--- config.mk ---
export PLATFORM = sky130hd
export DESIGN_NAME = gregorian_date_add_days_top_flat
export DESIGN_NICKNAME = d
export VERILOG_FILES = /design/src/rtl/core/gda_pkg.sv /design/src/rtl/core/gda_if.sv /design/src/rtl/core/gda_alu.sv /design/src/rtl/core/gda_seq.sv /design/src/rtl/core/gregorian_date_add_days_top.sv /design/src/flat_wrapper.sv
export SDC_FILE = /design/constraint.sdc
export NUM_CORES = 1
export LEC_CHECK = 0
export BUFFER_PORTS_ARGS = -buffer_cell sky130_fd_sc_hd__buf_2
export CELL_PAD_IN_SITES_DETAIL_PLACEMENT = 1
export CELL_PAD_IN_SITES_GLOBAL_PLACEMENT = 2
export CORE_MARGIN = 2
export CORE_UTILIZATION = 41
export CTS_BUF_LIST = sky130_fd_sc_hd__clkbuf_16
export DETAILED_ROUTE_END_ITERATION = 8
export PLACE_DENSITY = 0.87
export SYNTH_ARGS = -nofsm -noshare
export SYNTH_HDL_FRONTEND = slang
export SYNTH_HIERARCHICAL = 1
export SYNTH_SLANG_ARGS = --single-unit
--- constraint.sdc ---
create_clock -name clock -period 9 [get_ports clock]
set_input_delay 1.35 -clock clock [delete_from_list [all_inputs] [get_ports clock]]
set_output_delay 1.35 -clock clock [all_outputs]
set_load 0.005 [all_outputs]
--- src/rtl/core/gda_pkg.sv ---
// ----------------------------------------------------------------------------
// gda_pkg: shared definitions for the Gregorian date adder
// Widths, calendar constants, month length lookup and the types that pass
// between the sequencer and the shared add/compare unit.
// ----------------------------------------------------------------------------
`default_nettype none

package gda_pkg;

   // Day count: day (31) + offset (65535) + up to 335 days of earlier months
   localparam int ALU_WIDTH  = 17;
   // Internal year: 14-bit start year plus roughly two centuries of roll-over
   localparam int YEAR_WIDTH = 15;

   localparam int YEAR_CYCLE = 400;
   localparam int CENTURY    = 100;
   localparam int MONTHS     = 12;

   localparam logic [3:0] MONTH_JAN = 4'd1;
   localparam logic [3:0] MONTH_FEB = 4'd2;
   localparam logic [3:0] MONTH_DEC = 4'd12;

   typedef enum logic {
      ALU_ADD = 1'b0,
      ALU_SUB = 1'b1
   } alu_op_type;

   typedef struct packed {
      alu_op_type             op;
      logic [ALU_WIDTH-1:0]   a;
      logic [ALU_WIDTH-1:0]   b;
   } alu_req_type;

   typedef struct packed {
      logic [ALU_WIDTH-1:0]   result;
      logic                   a_gt_b;
      logic                   a_lt_b;
   } alu_rsp_type;

   // Days in a month; February follows the leap flag
   function automatic logic [4:0] month_days(input logic [3:0] month, input logic leap);
      logic [4:0] days;
      unique case (month)
         4'd2:                      days = leap ? 5'd29 : 5'd28;
         4'd4, 4'd6, 4'd9, 4'd11:   days = 5'd30;
         default:                   days = 5'd31;
      endcase
      return days;
   endfunction

endpackage

`default_nettype wire

--- src/rtl/core/gda_if.sv ---
// ----------------------------------------------------------------------------
// gda_if: request and response channels of the Gregorian date adder
// Valid/ready channels; an item moves on a clock edge with both high.
// ----------------------------------------------------------------------------
`default_nettype none

interface gda_req_if;
   logic        valid;
   logic        ready;
   logic [13:0] start_year;
   logic [3:0]  start_month;
   logic [4:0]  start_day;
   logic [15:0] days_to_add;

   modport source (output valid, start_year, start_month, start_day, days_to_add,
                   input ready);
   modport sink   (input valid, start_year, start_month, start_day, days_to_add,
                   output ready);
endinterface

interface gda_rsp_if;
   logic        valid;
   logic        ready;
   logic [13:0] result_year;
   logic [3:0]  result_month;
   logic [4:0]  result_day;

   modport source (output valid, result_year, result_month, result_day,
                   input ready);
   modport sink   (input valid, result_year, result_month, result_day,
                   output ready);
endinterface

`default_nettype wire

--- src/rtl/core/gda_alu.sv ---
// ----------------------------------------------------------------------------
// gda_alu: shared add/subtract and compare unit
// One adder and one magnitude compare, reused by every sequencer step.
// ----------------------------------------------------------------------------
`default_nettype none

module gda_alu (
   input  gda_pkg::alu_req_type alu_req,
   output gda_pkg::alu_rsp_type alu_rsp
);

   // Add or subtract, compare operands
   always_comb begin
      unique case (alu_req.op)
         gda_pkg::ALU_ADD: alu_rsp.result = alu_req.a + alu_req.b;
         gda_pkg::ALU_SUB: alu_rsp.result = alu_req.a - alu_req.b;
         default:          alu_rsp.result = alu_req.a + alu_req.b;
      endcase
      alu_rsp.a_gt_b = (alu_req.a > alu_req.b);
      alu_rsp.a_lt_b = (alu_req.a < alu_req.b);
   end

endmodule

`default_nettype wire

--- src/rtl/core/gda_seq.sv ---
// ----------------------------------------------------------------------------
// gda_seq: step sequencer of the Gregorian date adder
// Reduces the year modulo 400, builds the day-of-year count, then walks
// months forward one per cycle through the shared add/compare unit.
// ----------------------------------------------------------------------------
`default_nettype none

module gda_seq (
   input  wire                   clock,
   input  wire                   reset,
   gda_req_if.sink               req_ch,
   gda_rsp_if.source             rsp_ch,
   output gda_pkg::alu_req_type  alu_req,
   input  gda_pkg::alu_rsp_type  alu_rsp
);

   localparam int AW = gda_pkg::ALU_WIDTH;
   localparam int YW = gda_pkg::YEAR_WIDTH;

   typedef enum logic [3:0] {
      ST_IDLE = 4'b0001,
      ST_MOD  = 4'b0010,
      ST_PRE  = 4'b0100,
      ST_WALK = 4'b1000
   } state_type;

   state_type         state_ff,     state_in;
   logic [YW-1:0]     year_ff,      year_in;
   logic [YW-1:0]     ymod_ff,      ymod_in;
   logic [3:0]        mon_ff,       mon_in;
   logic [3:0]        tgt_ff,       tgt_in;
   logic [AW-1:0]     rem_ff,       rem_in;
   logic              out_valid_ff, out_valid_in;
   logic [13:0]       out_year_ff,  out_year_in;
   logic [3:0]        out_month_ff, out_month_in;
   logic [4:0]        out_day_ff,   out_day_in;

   logic              leap;
   logic [4:0]        len;
   logic [3:0]        month_clamp;
   logic [4:0]        day_norm;
   logic              out_free;
   logic              accept;

   // Leap rule from the year residue modulo 400 and the low year bits
   assign leap = (ymod_ff == '0) ||
                 ((year_ff[1:0] == 2'b00) &&
                  (ymod_ff != YW'(gda_pkg::CENTURY)) &&
                  (ymod_ff != YW'(2 * gda_pkg::CENTURY)) &&
                  (ymod_ff != YW'(3 * gda_pkg::CENTURY)));

   assign len = gda_pkg::month_days(mon_ff, leap);

   // Clamp month and day of the incoming item
   always_comb begin
      priority if (req_ch.start_month == 4'd0) begin
         month_clamp = gda_pkg::MONTH_JAN;
      end else if (req_ch.start_month > gda_pkg::MONTH_DEC) begin
         month_clamp = gda_pkg::MONTH_DEC;
      end else begin
         month_clamp = req_ch.start_month;
      end
   end
   assign day_norm = (req_ch.start_day == 5'd0) ? 5'd1 : req_ch.start_day;

   assign req_ch.ready = (state_ff == ST_IDLE);
   assign accept       = req_ch.valid && req_ch.ready;
   assign out_free     = !out_valid_ff || rsp_ch.ready;

   // Drive the shared unit for the current step
   always_comb begin
      alu_req.op = gda_pkg::ALU_ADD;
      alu_req.a  = rem_ff;
      alu_req.b  = AW'(len);
      unique case (state_ff)
         ST_IDLE: begin
            alu_req.op = gda_pkg::ALU_ADD;
            alu_req.a  = AW'(req_ch.days_to_add);
            alu_req.b  = AW'(day_norm);
         end
         ST_MOD: begin
            alu_req.op = gda_pkg::ALU_SUB;
            alu_req.a  = AW'(ymod_ff);
            alu_req.b  = AW'(gda_pkg::YEAR_CYCLE);
         end
         ST_PRE: begin
            alu_req.op = gda_pkg::ALU_ADD;
         end
         ST_WALK: begin
            alu_req.op = gda_pkg::ALU_SUB;
         end
         default: begin
            alu_req.op = gda_pkg::ALU_ADD;
         end
      endcase
   end

   // Next state and datapath
   always_comb begin
      state_in     = state_ff;
      year_in      = year_ff;
      ymod_in      = ymod_ff;
      mon_in       = mon_ff;
      tgt_in       = tgt_ff;
      rem_in       = rem_ff;
      out_valid_in = out_valid_ff && !rsp_ch.ready;
      out_year_in  = out_year_ff;
      out_month_in = out_month_ff;
      out_day_in   = out_day_ff;
      unique case (state_ff)
         ST_IDLE: begin
            if (accept) begin
               year_in  = YW'(req_ch.start_year);
               ymod_in  = YW'(req_ch.start_year);
               tgt_in   = month_clamp;
               mon_in   = gda_pkg::MONTH_JAN;
               rem_in   = alu_rsp.result;
               state_in = ST_MOD;
            end
         end
         ST_MOD: begin
            // Strip whole 400-year cycles
            if (!alu_rsp.a_lt_b) begin
               ymod_in = alu_rsp.result[YW-1:0];
            end else begin
               state_in = ST_PRE;
            end
         end
         ST_PRE: begin
            // Add lengths of months before the start month
            if (mon_ff < tgt_ff) begin
               rem_in = alu_rsp.result;
               mon_in = mon_ff + 4'd1;
            end else begin
               mon_in   = gda_pkg::MONTH_JAN;
               state_in = ST_WALK;
            end
         end
         ST_WALK: begin
            // Consume one month per cycle, roll into the next year after December
            if (alu_rsp.a_gt_b) begin
               rem_in = alu_rsp.result;
               if (mon_ff == gda_pkg::MONTH_DEC) begin
                  mon_in  = gda_pkg::MONTH_JAN;
                  year_in = year_ff + YW'(1);
                  ymod_in = (ymod_ff == YW'(gda_pkg::YEAR_CYCLE - 1)) ? '0
                                                                     : ymod_ff + YW'(1);
               end else begin
                  mon_in = mon_ff + 4'd1;
               end
            end else if (out_free) begin
               out_valid_in = 1'b1;
               out_year_in  = year_ff[13:0];
               out_month_in = mon_ff;
               out_day_in   = rem_ff[4:0];
               state_in     = ST_IDLE;
            end
         end
         default: begin
            state_in = ST_IDLE;
         end
      endcase
   end

   // Control registers
   always_ff @(posedge clock) begin
      if (reset) begin
         state_ff     <= ST_IDLE;
         out_valid_ff <= 1'b0;
      end else begin
         state_ff     <= state_in;
         out_valid_ff <= out_valid_in;
      end
   end

   // Payload registers
   always_ff @(posedge clock) begin
      year_ff      <= year_in;
      ymod_ff      <= ymod_in;
      mon_ff       <= mon_in;
      tgt_ff       <= tgt_in;
      rem_ff       <= rem_in;
      out_year_ff  <= out_year_in;
      out_month_ff <= out_month_in;
      out_day_ff   <= out_day_in;
   end

   assign rsp_ch.valid        = out_valid_ff;
   assign rsp_ch.result_year  = out_year_ff;
   assign rsp_ch.result_month = out_month_ff;
   assign rsp_ch.result_day   = out_day_ff;

endmodule

`default_nettype wire

--- src/rtl/core/gregorian_date_add_days_top.sv ---
// ----------------------------------------------------------------------------
// gregorian_date_add_days_top: add a day count to a Gregorian date
// Request: start year, month, day and days to add. Response: resulting
// year, month and day. Month 0 reads as January, above 12 as December,
// day 0 as day 1; a day past its month's end rolls into later months.
//
// Usage and timing:
//   - req_ch is ready only while the sequencer is idle; one item at a time.
//   - After accept, the sequencer strips whole 400-year cycles from the start
//     year, adds the lengths of the months before the start month, then
//     walks months forward on the shared add/compare unit: one month per
//     cycle, up to about 2165 months for the largest offset.
//   - A new item is taken only after the last one is done: req_ch becomes ready
//     again on the same clock edge that loads the result into the output register.
//   - The result sits in an output register; a new item is accepted while
//     it waits. If rsp_ch stalls, the next result is held in the final
//     walk step until the output register frees up.
//   - Synchronous reset returns the sequencer to idle and drops any result.
// ----------------------------------------------------------------------------
`default_nettype none

module gregorian_date_add_days_top (
   input  wire        clock,
   input  wire        reset,
   gda_req_if.sink    req_ch,
   gda_rsp_if.source  rsp_ch
);

   gda_pkg::alu_req_type alu_req;
   gda_pkg::alu_rsp_type alu_rsp;

   gda_seq u_seq (
      .clock   (clock),
      .reset   (reset),
      .req_ch  (req_ch),
      .rsp_ch  (rsp_ch),
      .alu_req (alu_req),
      .alu_rsp (alu_rsp)
   );

   gda_alu u_alu (
      .alu_req (alu_req),
      .alu_rsp (alu_rsp)
   );

`ifndef SYNTHESIS
   // Busy after an accepted item
   a_busy_after_accept: assert property (@(posedge clock) disable iff (reset)
      (req_ch.valid && req_ch.ready) |=> !req_ch.ready)
      else $error("request ready right after accept");

   // Result month in calendar range
   a_month_range: assert property (@(posedge clock) disable iff (reset)
      rsp_ch.valid |-> (rsp_ch.result_month >= 4'd1 && rsp_ch.result_month <= 4'd12))
      else $error("result month out of range");

   // Result day is not zero
   a_day_range: assert property (@(posedge clock) disable iff (reset)
      rsp_ch.valid |-> (rsp_ch.result_day != 5'd0))
      else $error("result day is zero");
`endif

endmodule

`default_nettype wire
--- src/flat_wrapper.sv ---
// flat-port wrapper written by rule: the top's interface ports become plain ports
module gregorian_date_add_days_top_flat 
  (clock, reset, req_ch_valid, req_ch_start_year, req_ch_start_month, req_ch_start_day, req_ch_days_to_add, req_ch_ready, rsp_ch_valid, rsp_ch_result_year, rsp_ch_result_month, rsp_ch_result_day, rsp_ch_ready);
  gda_req_if req_ch_i ();
  gda_rsp_if rsp_ch_i ();
  input  wire clock;
  input  wire reset;
  input wire logic [$bits(req_ch_i.valid)-1:0] req_ch_valid;
  input wire logic [$bits(req_ch_i.start_year)-1:0] req_ch_start_year;
  input wire logic [$bits(req_ch_i.start_month)-1:0] req_ch_start_month;
  input wire logic [$bits(req_ch_i.start_day)-1:0] req_ch_start_day;
  input wire logic [$bits(req_ch_i.days_to_add)-1:0] req_ch_days_to_add;
  output wire logic [$bits(req_ch_i.ready)-1:0] req_ch_ready;
  output wire logic [$bits(rsp_ch_i.valid)-1:0] rsp_ch_valid;
  output wire logic [$bits(rsp_ch_i.result_year)-1:0] rsp_ch_result_year;
  output wire logic [$bits(rsp_ch_i.result_month)-1:0] rsp_ch_result_month;
  output wire logic [$bits(rsp_ch_i.result_day)-1:0] rsp_ch_result_day;
  input wire logic [$bits(rsp_ch_i.ready)-1:0] rsp_ch_ready;
  assign req_ch_i.valid = req_ch_valid;
  assign req_ch_i.start_year = req_ch_start_year;
  assign req_ch_i.start_month = req_ch_start_month;
  assign req_ch_i.start_day = req_ch_start_day;
  assign req_ch_i.days_to_add = req_ch_days_to_add;
  assign req_ch_ready = req_ch_i.ready;
  assign rsp_ch_valid = rsp_ch_i.valid;
  assign rsp_ch_result_year = rsp_ch_i.result_year;
  assign rsp_ch_result_month = rsp_ch_i.result_month;
  assign rsp_ch_result_day = rsp_ch_i.result_day;
  assign rsp_ch_i.ready = rsp_ch_ready;
  gregorian_date_add_days_top u_core (.clock(clock), .reset(reset), .req_ch(req_ch_i), .rsp_ch(rsp_ch_i));
endmodule
### Word level (Yosys, flattened, before mapping)

Cells that the tools add are included.

* $lt $le $gt $ge: 4
* equality and inequality tests: 23
* shifts and indexed selects: 0
* $mul: 0
* add/sub/neg operators: 5
* bitwise logic cells: 2
* reductions and logical operators: 26
* div/mod/pow operators: 0
* mux-type cells: 34

Operators by type and width (number)
* $mux 15: 7
* $pmux 34 s2: 1
* $mux 17: 3
* $pmux 17 s3: 1
* $pmux 15 s3: 1
* $mux 4: 10
* $pmux 17 s2: 1
* $add 15x1->15 const B: 2
* $pmux 15 s2: 1
* $add 17x17->17: 1
* $gt 17x17->1: 1
* $lt 17x17->1: 1
* $sub 17x17->17: 1
* $eq 4x4->1 const B: 4
* $pmux 4 s4: 1
* $eq 15x9->1 const B: 1
* $logic_not 15->1: 1
* $ne 15x7->1 const B: 1
* $ne 15x8->1 const B: 1
* $ne 15x9->1 const B: 1
* $ne 2x2->1 const B: 7
* $eq 4x3->1 const B: 3
* $pmux 4 s3: 1
* $reduce_and 5->1: 2
* 23 further kinds: 40

* memory bits (read-only): 0
* output and inout port bits: 25
* bits in latches: 0
* memories kept: 0
* logic and storage cells: 105
* bits in writable memories: 0
* bits in registers: 83
* input bits: 43

### Depth between registers and ports, before layout

* depth in word-level cells: 12
* mapped depth: 19
* gate-level depth less buffers: 18

### Hierarchy

Netlist, hierarchy kept.

Modules (own cells, without submodules)
* gda_seq: times used 1, cells each 392, area an instance 4316.6 µm², sequential area each 2412.3 µm²
* gda_alu: times used 1, cells each 263, area an instance 1840.5 µm², sequential area each 0.0 µm²

### Least setup slack after synthesis

No wires, ideal clock.

* path kind: input to register
* from: in req_ch_days_to_add[1]
* to: reg u_core.u_seq.out_day_ff[0] (netlist: u_core/u_seq/rsp_ch.result_day[0]), enable pin
* required time: 8.568 ns
* path slack: 3.777 ns
* stages: 10
* library setup time: 0.432 ns
* data arrival time: 4.791 ns
* buffers on the path: 0
* cells stage by stage: a221o_1 -> ha_1 -> nor2b_1 -> o2111ai_1 -> nand2_2 -> a21oi_2 -> o211ai_2 -> a221oi_2 -> a31oi_1 -> nor3_1

RTL lines
* start: declaration: RTL line flat_wrapper.sv:12 `input wire logic [$bits(req_ch_i.days_to_add)-1:0] req_ch_days_to_add;`
* end signal: assignment: RTL line gda_seq.sv:185 `out_day_ff <= out_day_in;`
* end: declaration: RTL line gda_seq.sv:36 `logic [4:0] out_day_ff, out_day_in;`

==> flow_metrics.py <==
metrics = {
    "synth": {
        "yosys_warnings": 6,
        "synth_top_area_cell": "edfxtp_1",
        "ys_seq_area_frac": 0.3918,
        "synth_cells": 655,
        "synth_top_area_share": 0.3755,
        "synthTopCellsByArea": "edfxtp_1 (38%), ha_1 (8.9%), nand2_1 (4.5%)",
        "synth-main-ff-cell": "edfxtp_1",
        "synth_edf_count": 77,
        "ys_ff_latch": 82,
        "syn_area_per_cell_um2": 9.400,
        "syn_area_um2": 6157,
        "synth_cell_types": 75,
        "ys_async_sr_fraction": 0,
    },
    "global_route": {
        "overflow": 0,
        "grt_pass1_wl_um": 28140,
        "antenna_found_initial": 0,
        "grt_use_total": 0.2215,
        "grt_max_degree": 40,
        "grt_pass1_vias": 5192,
    },
    "clock_network": {
        "clkTransAtPathRegs_ps": 60,
        "cts.path.max_buffers": 2,
        "clock-sinks": 82,
        "cts_resized": 0,
        "post-cts-setup-buffer-count": 0,
        "hold_buffers": 0,
        "cts_tree": "built",
        "cts_buffers": 9,
        "insertion_delay_ps": 330,
        "htree_levels": 3,
        "clockRootBuffer": "clkbuf_16",
    },
    "layout": {
        "final_cell_mix": "edfxtp_1 (77), nand2_1 (74), buf_2 (67), nor2_1 (52)",
        "diodes": 0,
        "area_growth_pct": 9.795,
        "num-fill-cells": 1662,
        "nets": 784,
        "layout_commonest_cell": "edfxtp_1",
        "final_layout_size_suffix_gt1_frac": 0.1774,
    },
    "critical_path": {
        "crit_path_frequent_cell": "nor2_1",
        "crit_chain": "or4b_1 -> inv_2 -> nor2_1 -> a22o_1 -> inv_1 -> ha_1 -> nor2b_1 -> o2111ai_1 -> nand2_2 -> a21oi_2 -> o211ai_2 -> a221oi_2 -> a31oi_1 -> nor2_1 -> nor3_1 -> and2_1",
        "crit_arrival_ps": 6190,
        "cp-end-kind": "flip-flop",
        "worstSetupPathType": "reg2reg",
        "slowest_stage": "nor2_1",
        "worstPathMaxFanout": 39,
        "crit_required_ps": 8960,
        "start_kind": "flip-flop",
        "crit_path_max_incr_delay_ps": 1130,
    },
    "drt": {
        "via_per_inst": 5.750,
        "ant_nets": 0,
        "avgRoutedWirePerCell_um": 19.88,
        "vias": 5077,
        "first_iter_violations": 331,
        "drt-total-wl_um": 17560,
        "drc": 0,
        "drtPass1Iterations": 5,
    },
    "run_status": {
        "status": "complete, no violations",
    },
    "pwr": {
        "power.density_nw_per_um2": 222.0,
        "ir_drop_v": 0.0001007,
        "p_total_mw": 1.501,
        "p_leak_nw": 2.679,
    },
    "sta": {
        "final_max_slew_viol_count": 0,
        "min_period_ps": 6235,
        "worst_pin_slew_ps": 1351,
        "setup_viol": 0,
        "clock.fmax_ghz": 0.1604,
        "skew_ps": 6.675,
        "rsz0062_at_grt": "false",
        "tns_ps": 0,
        "fin_crit_sh": 0.6928,
        "timing.slew.headroom": 0.09618,
        "final_hold_viol_count": 0,
    },
    "placement": {
        "routabilityCongestion": 0.8854,
        "dp.final_hpwl_um": 13420,
        "port_buffers": 67,
    },
    "floorplan": {
        "rows": 44,
        "die_w_um": 126.5,
        "start_util": 0.4220,
        "core_um2": 14590,
        "io_pins": 68,
        "die_height_um": 126.5,
        "die_area_um2": 16010,
    },
    "job": {
        "drv_cap": 0,
    },
    "min_path": {
        "min_path_type": "reg2reg",
    },
}
## cells in the mapped netlist, types with 12 or more instances
master / instances
a22oi_1: 25
nor2b_1: 13
xor2_1: 19
nor2_1: 52
nand2_1: 74
inv_1: 44
o21ai_1: 12
clkbuf_1: 16
buf_2: 17
nor3_1: 12
o21ai_0: 23
nand3_1: 20
edfxtp_1: 77
buf_4: 15
a21oi_1: 29
ha_1: 44
xnor2_1: 23
## final timing paths
path	from	endpoint	slack [ps]	cells past startpoint
worst min register to register	u_core/u_seq/rem_ff[4]	u_core/u_seq/rsp_ch.result_day[4]	470	0
worst max-delay path	u_core/u_seq/state_ff[0]	u_core/u_seq/rem_ff[12]	2770	16
worst max register to register	u_core/u_seq/state_ff[0]	u_core/u_seq/rem_ff[12]	2770	16
worst min-delay path	u_core/u_seq/rem_ff[4]	u_core/u_seq/rsp_ch.result_day[4]	470	0
## report_power, final
part,internal [mW],total (mW),switching (mW)
combinational,0.214,0.614,0.400
clock,0.183,0.329,0.146
sequential,0.508,0.558,0.0503
## state kept, by name, summed over array words and instances, names as in the netlist
signal / count
u_core/u_seq/rsp_ch.valid: 1
u_core/u_seq/year_ff: 14
u_core/u_seq/rem_ff: 17
u_core/u_seq/rsp_ch.result_day: 5
u_core/u_seq/tgt_ff: 4
u_core/u_seq/rsp_ch.result_year: 14
u_core/u_seq/rsp_ch.result_month: 4
u_core/u_seq/ymod_ff: 15
u_core/u_seq/mon_ff: 4
u_core/u_seq/state_ff: 4
## area by class of cell
| class | instances | area (um2) | share of cell area |
|---|---|---|---|
| Sequential cell | 82 | 2412 | 0.3568 |
| Clock buffer | 9 | 225.2 | 0.03331 |
| Inverter | 48 | 180.2 | 0.02665 |
| Multi-Input combinational cell | 484 | 3319 | 0.4910 |
| Tap cell | 184 | 230.2 | 0.03406 |
| Clock inverter | 6 | 35.03 | 0.005182 |
| Timing Repair Buffer | 70 | 357.8 | 0.05293 |
## per-layer routing
layer	track usage	wire, um	share of wire
met1	0.2987	7929	0.45
met2	0.3841	8829	0.50
met3	0.03290	640	0.036
met4	0.03749	158	0.0090
met5	0	0	0
## worst max-delay path: cells and delay by family, from the launching register on
kind | cells | cell delay (ps)
compound gates | 6 | 1410
simple gates | 7 | 3240
fa+ha+maj | 1 | 320
flops | 1 | 440
buf+inv | 2 | 420
## through the flow
| stage | util | instances | setup WS [ps] | hold slack [ps] | area, um2 |
|---|---|---|---|---|---|
| 6_report | 0.4634 | 883 | 2765 | 468.3 | 6760 |
| 4_1_cts | 0.4634 | 883 | 2870 | 459.0 | 6760 |
| 3_3_place_gp | 0.4455 | 868 | 3252 | 442.5 | 6500 |
| 5_1_grt | 0.4634 | 883 | 2310 | 488.2 | 6760 |
| 2_1_floorplan | - | 664 | 3777 | 426.2 | 6191 |
| 3_5_place_dp | 0.4455 | 868 | 2934 | 444.8 | 6500 |
## kinds of logic after synthesis
family | after synthesis | share of synthesized area
flops | 82 | 0.3918
fa+ha+maj | 46 | 0.09592
mux | 2 | 0.003252
simple gates | 221 | 0.1813
compound gates | 163 | 0.1920
xor+xnor | 42 | 0.05974
other cells | 1 | 0.0006090
buf+inv | 98 | 0.07539
Power figures use the tool's default switching activity.
